File: config.mk
export PLATFORM = sky130hd
export DESIGN_NAME = plob_side
export DESIGN_NICKNAME = d
export VERILOG_FILES = /design/src/rtl/plob_pkg.sv /design/src/rtl/plob_cell.sv /design/src/rtl/plob_side.sv
export SDC_FILE = /design/constraint.sdc
export NUM_CORES = 2
export LEC_CHECK = 0
export ABC_AREA = 1
export BUFFER_PORTS_ARGS = -buffer_cell sky130_fd_sc_hd__buf_4
export CELL_PAD_IN_SITES_DETAIL_PLACEMENT = 0
export CELL_PAD_IN_SITES_GLOBAL_PLACEMENT = 1
export CORE_ASPECT_RATIO = 1.4
export CORE_MARGIN = 8
export CORE_UTILIZATION = 40
export DETAILED_ROUTE_END_ITERATION = 10
export PLACE_DENSITY = 0.69
export SKIP_LAST_GASP = 1
export SYNTH_ARGS = -nofsm -noshare
export SYNTH_HDL_FRONTEND = slang
export SYNTH_SLANG_ARGS = --single-unit
File: constraint.sdc
create_clock -name i_clk -period 6.3 [get_ports i_clk]
set_input_delay 0.63 -clock i_clk [delete_from_list [all_inputs] [get_ports i_clk]]
set_output_delay 0.63 -clock i_clk [all_outputs]
set_load 0.005 [all_outputs]
File: src/rtl/plob_pkg.sv
`timescale 1ns / 1ps
// Shared types and codes for the price level order book.
// No dependencies.
package plob_pkg;

    localparam int PriceW  = 32;
    localparam int AmountW = 32;
    localparam int StatusW = 2;

    localparam logic [StatusW-1:0] StOk       = 2'd0;
    localparam logic [StatusW-1:0] StNotFound = 2'd1;
    localparam logic [StatusW-1:0] StFull     = 2'd2;

    typedef struct packed {
        logic               vld;
        logic [PriceW-1:0]  price;
        logic [AmountW-1:0] amount;
    } t_level;

    // per-cell compare results
    typedef struct packed {
        logic hit;    // cell holds the update price
        logic after;  // update price sorts before this cell (or cell empty)
    } t_cell_flags;

    typedef enum logic [2:0] {
        OP_HOLD,
        OP_TAKE_RIGHT,
        OP_TAKE_LEFT,
        OP_LOAD,
        OP_SET_AMT
    } t_cell_op;

endpackage

File: src/rtl/plob_cell.sv
`timescale 1ns / 1ps
// One price level cell: holds a level, compares it against the update.
// Depends on plob_pkg.
module plob_cell (
    input  logic                         i_clk,
    input  logic                         i_rst_n,
    input  logic                         i_ask,
    input  logic [plob_pkg::PriceW-1:0]  i_price,
    input  logic [plob_pkg::AmountW-1:0] i_amount,
    input  plob_pkg::t_cell_op           i_op,
    input  plob_pkg::t_level             i_left,
    input  plob_pkg::t_level             i_right,
    output plob_pkg::t_level             o_level,
    output plob_pkg::t_cell_flags        o_flags
);

    plob_pkg::t_level r_level;
    plob_pkg::t_level n_level;

    always_comb begin
        o_flags.hit   = r_level.vld && (r_level.price == i_price);
        o_flags.after = !r_level.vld ||
                        (i_ask ? (i_price < r_level.price) : (i_price > r_level.price));
    end

    always_comb begin
        n_level = r_level;
        case (i_op)
            plob_pkg::OP_TAKE_RIGHT: n_level = i_right;
            plob_pkg::OP_TAKE_LEFT:  n_level = i_left;
            plob_pkg::OP_LOAD:       n_level = '{vld: 1'b1, price: i_price, amount: i_amount};
            plob_pkg::OP_SET_AMT:    n_level.amount = i_amount;
            default:                 n_level = r_level;
        endcase
    end

    always_ff @(posedge i_clk) begin
        r_level.price  <= n_level.price;
        r_level.amount <= n_level.amount;
        if (!i_rst_n) begin
            r_level.vld <= 1'b0;
        end else begin
            r_level.vld <= n_level.vld;
        end
    end

    assign o_level = r_level;

endmodule

File: src/rtl/plob_side.sv
`timescale 1ns / 1ps
// One side of the book: a sorted chain of level cells plus best/fill queries.
// Depends on plob_pkg and plob_cell.
module plob_side #(
    parameter int LEVELS = 16
) (
    input  logic                          i_clk,
    input  logic                          i_rst_n,
    input  logic                          i_ask,
    input  logic                          i_upd,
    input  logic [plob_pkg::PriceW-1:0]   i_price,
    input  logic [plob_pkg::AmountW-1:0]  i_amount,
    input  logic [plob_pkg::AmountW-1:0]  i_min,
    output logic [plob_pkg::StatusW-1:0]  o_status,
    output plob_pkg::t_level              o_best,
    output logic                          o_fill_found,
    output logic [plob_pkg::PriceW-1:0]   o_fill_price
);

    plob_pkg::t_level      lvl   [LEVELS];
    plob_pkg::t_cell_flags flg   [LEVELS];
    plob_pkg::t_cell_op    op    [LEVELS];
    logic [LEVELS-1:0]     del_pre;
    logic [LEVELS:0]       f_found;
    logic [plob_pkg::PriceW-1:0] f_price [LEVELS+1];
    logic hit_any;
    logic full;
    logic zero_amt;

    assign full     = lvl[LEVELS-1].vld;
    assign zero_amt = (i_amount == '0);
    assign hit_any  = del_pre[LEVELS-1];

    genvar g;
    generate
        for (g = 0; g < LEVELS; g++) begin : g_cell
            plob_pkg::t_level left_l;
            plob_pkg::t_level right_l;
            logic             after_left;

            if (g == 0) begin : g_first
                assign left_l     = '0;
                assign after_left = 1'b0;
                assign del_pre[g] = flg[g].hit;
            end else begin : g_mid
                assign left_l     = lvl[g-1];
                assign after_left = flg[g-1].after;
                assign del_pre[g] = del_pre[g-1] | flg[g].hit;
            end
            if (g == LEVELS - 1) begin : g_last
                assign right_l = '0;
            end else begin : g_notlast
                assign right_l = lvl[g+1];
            end

            always_comb begin
                op[g] = plob_pkg::OP_HOLD;
                if (i_upd) begin
                    if (hit_any) begin
                        if (zero_amt) begin
                            if (del_pre[g]) op[g] = plob_pkg::OP_TAKE_RIGHT;
                        end else if (flg[g].hit) begin
                            op[g] = plob_pkg::OP_SET_AMT;
                        end
                    end else if (!zero_amt && !full && flg[g].after) begin
                        op[g] = after_left ? plob_pkg::OP_TAKE_LEFT : plob_pkg::OP_LOAD;
                    end
                end
            end

            plob_cell u_cell (
                .i_clk    (i_clk),
                .i_rst_n  (i_rst_n),
                .i_ask    (i_ask),
                .i_price  (i_price),
                .i_amount (i_amount),
                .i_op     (op[g]),
                .i_left   (left_l),
                .i_right  (right_l),
                .o_level  (lvl[g]),
                .o_flags  (flg[g])
            );

            // fill query ripples from the worst level toward the best
            assign f_found[g] = (lvl[g].vld && lvl[g].amount >= i_min) ? 1'b1 : f_found[g+1];
            assign f_price[g] = (lvl[g].vld && lvl[g].amount >= i_min) ? lvl[g].price
                                                                       : f_price[g+1];
        end
    endgenerate

    assign f_found[LEVELS] = 1'b0;
    assign f_price[LEVELS] = '0;

    always_comb begin
        if (hit_any)       o_status = plob_pkg::StOk;
        else if (zero_amt) o_status = plob_pkg::StNotFound;
        else if (full)     o_status = plob_pkg::StFull;
        else               o_status = plob_pkg::StOk;
    end

    assign o_best       = lvl[0].vld ? lvl[0] : '0;
    assign o_fill_found = f_found[0];
    assign o_fill_price = f_price[0];

endmodule

After elaboration in Yosys (flattened, before gate mapping)
Cells that the tools add are included.
- register bits: 1040
- input bits: 100
- output and inout port bits: 100
- $lt $le $gt $ge: 48
- eq/ne operators: 80
- multiplexer cells: 194
- bitwise operators: 15
- reductions and logical operators: 131
- operator list (kind ; count):
    case mux 33 bit (3 select lines) ; 16
    case mux 32 bit (3 select lines) ; 16
    == test 32 bit ; 16
    >= comparator 32 bit ; 16
    > comparator 32 bit ; 16
    < comparator 32 bit ; 16
    two-way mux 32 bit ; 16
    two-way mux 3 bit ; 64
    == test 3 x 2 -> 1 bit (second input constant) ; 32
    nonzero test 3 bit ; 32
    two-way mux 65 bit ; 1
    two-way mux 1 bit ; 62
    logical AND 1 bit ; 49
    == test 3 x 1 -> 1 bit (second input constant) ; 16
    == test 3 bit (second input constant) ; 16
    two-way mux 2 bit ; 19
    zero test 32 bit ; 1
    OR reduction 2 bit ; 16
    zero test 1 bit ; 17
    logical OR 1 bit ; 16
    OR 1 bit ; 15

Longest topological paths before layout
- depth after elaboration: 23
- depth in mapped cells: 32
- mapped depth without buffers: 32

Cells and area by module
From an unflattened synthesis, not the netlist that was laid out.
- cells, all modules: 10637
- area, all modules: 82365.2 um2
- modules (own cells, without submodules) (module ; times used ; cells an instance ; area each (um2)):
    plob_cell ; 16 ; 467 ; 4015.1
    plob_side ; 1 ; 3165 ; 18123.6

Worst setup path after synthesis
OpenSTA, ideal clock, no wires.
- kind: input to register
- from: in i_price[0] (netlist name)
- to: reg g_cell[14].u_cell.r_level (netlist bit g_cell[14].u_cell.o_level[0]) (enable)
- library setup time: 0.389 ns
- data arrival time: 5.194 ns
- data required time: 5.911 ns
- slack: 0.717 ns
- stages on the path: 23
- path buffers: 2
- cell sequence: inv_1 -> clkbuf_1 -> ha_1 -> nand2_1 -> inv_1 -> nand3_1 -> nor2_1 -> nand2_1 -> nor2_1 -> nor2_2 -> nand4_1 -> nor2_1 -> nand4_1 -> nor2_1 -> nand4_1 -> nor2_2 -> nand2_2 -> inv_4 -> buf_6 -> nand3_2 -> o21ai_1 -> inv_1 -> nand2_1
- word-level cells in the longest chain between the ends: 23
- RTL lines (item ; line ; text):
    start, declared ; plob_side.sv:11 ; input logic [plob_pkg::PriceW-1:0] i_price,
    == test 32 bit ; plob_cell.sv:21 ; o_flags.hit = r_level.vld && (r_level.price == i_price);
    logical AND 1 bit ; plob_cell.sv:21 ;
    OR 1 bit (14 in series) ; plob_side.sv:48 ; assign del_pre[g] = del_pre[g-1] | flg[g].hit;
    two-way mux 1 bit ; plob_side.sv:61 ; if (del_pre[g]) op[g] = plob_pkg::OP_TAKE_RIGHT;
    two-way mux 3 bit ; plob_side.sv:60 ; if (zero_amt) begin
    two-way mux 3 bit (*) ; plob_side.sv:59 ; if (hit_any) begin
    two-way mux 3 bit (*) ; plob_side.sv:58 ; if (i_upd) begin
    == test 3 bit / == test 3 x 2 -> 1 bit (equally long branches) ; plob_cell.sv:28 ; case (i_op)
    OR reduction 2 bit (no source line) ; - ;
    nonzero test 3 bit (no source line) (*) ; - ;
    end, declared ; plob_cell.sv:17 ; plob_pkg::t_level r_level;
Mark *: on every way between the ends. The rest lies on a longest branch, timed or not.
A chain may end at the register's enable or synchronous reset.

Worst setup path in the final report
- from: in i_min[20] (netlist name)
- to: out o_fill_price[6] (netlist name)
- word-level cells in the longest chain between the ends: 18
- RTL lines (item ; line ; text):
    start, declared ; plob_side.sv:13 ; input logic [plob_pkg::AmountW-1:0] i_min,
    >= comparator 32 bit ; plob_side.sv:86 ; assign f_price[g] = (lvl[g].vld && lvl[g].amount >= i_min) ? lvl[g].price
    logical AND 1 bit ; plob_side.sv:86 ;
    two-way mux 32 bit (15 in series) ; plob_side.sv:86 ;
    two-way mux 32 bit (*) ; plob_side.sv:86 ;
    end, declared ; plob_side.sv:17 ; output logic [plob_pkg::PriceW-1:0] o_fill_price
Marks and branches as above.

==> qor.log <==
[power] Internal 0.0175 W
[routing] number of vias per cell after detailed routing 5.88
[yosys] number of distinct library cells after synthesis 64
[yosys] dominant synthesized flop cell sky130_fd_sc_hd__edfxtp_1
[sta] Worst-Margin Slew 1.11 ns
[floorplanning] standard-cell row count 194
[sta] min setup slack post-route 0.287 ns
[cts] clock insertion delay at the later pin of the skew report 0.80 ns
[floorplanning] Die W 395 µm
[sta] Fin Clk Skew 0.0246 ns
[sta] TNS Setup 0 ns
[grt] initial antenna violation count 5
[setup_path] family with the most delay on the worst path simple AND/OR/NAND/NOR gates
[yosys] total of warnings raised by yosys 0
[routing] Post-Route WL 334,000 µm
[cts] register clock-pin slew on the reported worst setup and hold paths 0.06 ns
[sta] final period demand of the worst path 6.01 ns
[power] share of power burned in registers 38.9%
[setup_path] Worst EP arrival 5.38 ns
[setup_path] Setup crit end kind output port
[grt] GR Overflow Total 0
[yosys] Yosys top cell by area sky130_fd_sc_hd__edfxtp_1
[cts] clock tree from TritonCTS done
[power] relative contribution of the clock network to total power 26.3%
[final_layout] Layout area overhead 11.1%
[min_path] worst min-delay path category primary input to flip-flop
[yosys] area share of the leading cell type in the synthesized netlist 38.3%
[min_path] Min-Delay Endpoint g_cell[1].u_cell.o_level[64]
[final_layout] flip-flop count of the largest register after layout 1,040
[final_layout] post-route cell area 0.0893 mm²
[grt] total routing usage reported by global routing 29.6%
[run_status] outcome finished clean
[power] reported net switching power 0.0113 W
[power] switch share 39.3%
[final_layout] layout cells sized above 1 7.28%
[setup_path] Worst EP required 5.67 ns
[setup_path] maximum cell stage delay along the critical path 0.64 ns
[power] LEAKAGE 40.0 nW
[min_path] hold wc startpoint i_rst_n
[floorplanning] height of the chip 546 µm
[sta] final clock period utilization by the worst path 95.5%
[final_layout] Total Nets Final 11,100
[yosys] part of the Yosys area used for sequential elements 38.7%
[setup_path] most prevalent standard cell on the critical path sky130_fd_sc_hd__nand2_1
[setup_path] Worst Path Class, Setup primary input to output port
[place] HPWL after detailed placement 262,000 µm
[cts] buffer count from post-CTS setup fixing 0
[floorplanning] overall die area 0.216 mm²
[cts] CTS Buf Count 130
[yosys] Mean Syn Cell Area 8.06 µm²
[grt] number of global-route vias before repair 76,300
[cts] number of H-tree levels 4
[setup_path] slowest cell on the critical path sky130_fd_sc_hd__nor4_1
[place] pre-CTS setup slack 0.409 ns
[setup_path] Setup crit start i_min[20]
[setup_path] Worst R2R Path Depth 22
[setup_path] maximum fanout encountered on the critical timing path 12
[grt] largest net degree at the start of global routing 99
[cts] number of gates given a new drive strength after cts 0
[sta] FMAX 166 MHz
[setup_path] series of cell instances along the critical path buf_4 -> inv_1 -> buf_4 -> ha_1 -> nand2_1 -> nor2_1 -> nand4_1 -> nor4_1 -> nand4_1 -> nand3_1 -> nand2_1 -> nand2_1 -> buf_4 -> a21oi_1 -> o21ai_0 -> nand4_1 -> nand2_1 -> nand2_1 -> nand2_1 -> nand2_1 -> a21oi_1 -> buf_4
[yosys] number of nets in the synthesized netlist 11,100
[floorplanning] I/O pin cnt 200
[grt] first-pass GRT wire length 487,000 µm
[sta] total count of max-transition violations in the final report 0
[routing] number of nets with antenna violations after routing 0
[cts] clock root buffer master sky130_fd_sc_hd__clkbuf_16
[floorplanning] starting utilization of the core area 40.2%
[yosys] commonest cells in the synthesized netlist sky130_fd_sc_hd__nand2_1, sky130_fd_sc_hd__nand3_1, sky130_fd_sc_hd__edfxtp_1, sky130_fd_sc_hd__inv_1, sky130_fd_sc_hd__ha_1
[cts] Bufs on Longest Clock Path 3
[min_path] worst hold stages 3
[routing] average routed wire per standard cell 26.2 µm
[routing] number of DRC violations after detailed routing 0
[routing] Vias 75,000
[power] peak supply drop 0.209 mV
[cts] Post-CTS Hold Fix Bufs 0
[setup_path] Crit path buffers/inverters 5
[power] Combinational Power Share 34.9%
[setup_path] slack of the worst reg-to-reg path 1.41 ns
[routing] initial DRC count 5,655
[yosys] Synth Register Bits 1,040
[yosys] most frequent cell after synthesis sky130_fd_sc_hd__nand2_1
[setup_path] type of origin of the critical path primary input
[sta] number of failing setup endpoints in the final timing report 0
[place] number of placed instances with taps included 12,500
[yosys] top area cells in the synthesized netlist sky130_fd_sc_hd__edfxtp_1, sky130_fd_sc_hd__ha_1, sky130_fd_sc_hd__nand2_1
[final_layout] number of non-filler instances in the completed layout 12,800
[routing] number of detailed-routing iterations run before antenna repair 6
[run] max capacitance violation total 0
[setup_path] launch point of the worst reg-to-reg path g_cell[0].u_cell.o_level[63]
[final_layout] sequential cell area 0.0311 mm²
[place] Final Wtd Congestion 0.947
[place] port bufs 199
[yosys] async set-or-reset flop fraction in the synthesized netlist 0%
[sta] setup repair after global routing missed its margin false
[sta] Slew Limit Headroom 26.1%
[yosys] count of flip-flops with a built-in enable after synthesis 1,024
[sta] final number of hold-violating endpoints 0
[floorplanning] Core Area 0.200 mm²
[yosys] number of standard cells after synthesis 9,977
[yosys] area of the mapped netlist 0.0804 mm²
[final_layout] fillers 20,200
[place] instance area at placement 0.0852 mm²
[setup_path] R2R Path End g_cell[12].u_cell.o_level[6]
[power] Cell Pwr Density 322 mW/mm²
[sta] minimum hold slack 0.227 ns
[cts] count of clock tree sinks 1,040
[final_layout] total area of multi-input combinational cells 0.0431 mm²
-- cells by family (layout without fill, tap and decap cells) --
logic type | after synthesis | count (layout) | share of synthesized area, %
flip-flops | 1040 | 1040 | 38.7
AND/OR/NAND/NOR | 4635 | 4635 | 24.6
buffers and inverters | 1586 | 1719 | 7.84
other | 0 | 6 | 0
XOR/XNOR | 17 | 17 | 0.185
adder cells (fa/ha/maj) | 992 | 992 | 15.4
AO/OA/AOI/OAI | 1707 | 1707 | 13.3
-- metal layers --
layer	track usage [%]	vias to the layer above	wire length, µm
met1	31.1	36200	118000
met4	21.1	4	28300
met2	55.1	2698	174000
met3	2.70	1065	14000
met5	0	-	31
li1	-	35100	-
-- worst register-to-register path: cells and delay by family (launching register included) --
kind,cells,cell delay (ns)
and+or+nand+nor,17,2.87
DFF,1,0.42
adders and majority gates,1,0.25
buffers and inverters,4,1.23
-- power groups by stage --
stage | sequential (W) | clock (W) | combinational [W]
finish | 0.0112 | 0.00756 | 0.0100
global route | 0.0113 | 0.00789 | 0.0112
CTS | 0.0112 | 0.00769 | 0.0100
detailed placement | 0.0113 | 0 | 0.00996
global placement | 0.0113 | 0 | 0.00972
floorplan | 0.0106 | 0 | 0.00646
-- metrics by stage --
step | power [W] | utilization, %
finish | 0.0288 | 44.7
global route | 0.0304 | 44.7
CTS | 0.0289 | 44.7
detailed placement | 0.0213 | 42.6
global placement | 0.0210 | 42.6
floorplan | 0.0170 | -
-- how the worst max path moves through the flow --
stage,endpoint,cells after the start,slack (ns)
floorplan,g_cell[14].u_cell.o_level[0],23,0.72
global placement,o_fill_price[6],22,0.33
detailed placement,o_fill_price[12],22,0.41
CTS,o_fill_price[12],19,0.36
global route,o_fill_price[5],27,0.15
finish,o_fill_price[6],22,0.29
-- final cells by class --
class	instances	area share [%]
flip-flops and latches	1040	34.8
inverters	1039	4.37
well taps	2646	3.71
clock buffers	169	3.96
clock inverters	60	0.635
multi-input cells	7351	48.3
diodes	6	0.0168
repair buffers	451	4.27
-- layout by cell type (no fill, tap or decap), types with 7 or more instances in the layout --
| cell type | Yosys | layout |
|---|---|---|
| sky130_fd_sc_hd__ha_1 | 992 | 992 |
| sky130_fd_sc_hd__nand2_2 | 21 | 30 |
| sky130_fd_sc_hd__a221oi_1 | 12 | 12 |
| sky130_fd_sc_hd__o21ai_0 | 425 | 425 |
| sky130_fd_sc_hd__a22oi_1 | 49 | 49 |
| sky130_fd_sc_hd__buf_4 | 23 | 417 |
| sky130_fd_sc_hd__o21bai_1 | 9 | 9 |
| sky130_fd_sc_hd__xor2_1 | 11 | 11 |
| sky130_fd_sc_hd__bufinv_16 | 0 | 8 |
| sky130_fd_sc_hd__nand3_2 | 4 | 7 |
| sky130_fd_sc_hd__clkinv_2 | 0 | 13 |
| sky130_fd_sc_hd__nor2_2 | 11 | 12 |
| sky130_fd_sc_hd__buf_12 | 0 | 34 |
| sky130_fd_sc_hd__nor3_1 | 57 | 57 |
| sky130_fd_sc_hd__clkbuf_16 | 0 | 135 |
| sky130_fd_sc_hd__a211oi_1 | 31 | 31 |
| sky130_fd_sc_hd__nor4_1 | 35 | 35 |
| sky130_fd_sc_hd__o21a_1 | 23 | 23 |
| sky130_fd_sc_hd__inv_1 | 1006 | 1006 |
| sky130_fd_sc_hd__o221ai_1 | 311 | 311 |
| sky130_fd_sc_hd__inv_2 | 25 | 25 |
| sky130_fd_sc_hd__and3_1 | 8 | 8 |
| sky130_fd_sc_hd__nand2_1 | 2852 | 2843 |
| sky130_fd_sc_hd__nand4_1 | 118 | 118 |
| sky130_fd_sc_hd__a21oi_1 | 550 | 550 |
| sky130_fd_sc_hd__nor2_1 | 311 | 310 |
| sky130_fd_sc_hd__a31oi_1 | 38 | 38 |
| sky130_fd_sc_hd__clkinv_1 | 7 | 31 |
| sky130_fd_sc_hd__o211ai_1 | 170 | 170 |
| sky130_fd_sc_hd__a21o_1 | 11 | 11 |
| sky130_fd_sc_hd__clkbuf_1 | 300 | 31 |
| sky130_fd_sc_hd__edfxtp_1 | 1024 | 1024 |
| sky130_fd_sc_hd__nand4_2 | 14 | 14 |
| sky130_fd_sc_hd__o22ai_1 | 46 | 46 |
| sky130_fd_sc_hd__dfxtp_1 | 16 | 15 |
| sky130_fd_sc_hd__nand3_1 | 1170 | 1166 |
Note: power is estimated with default switching activity, not from simulation.
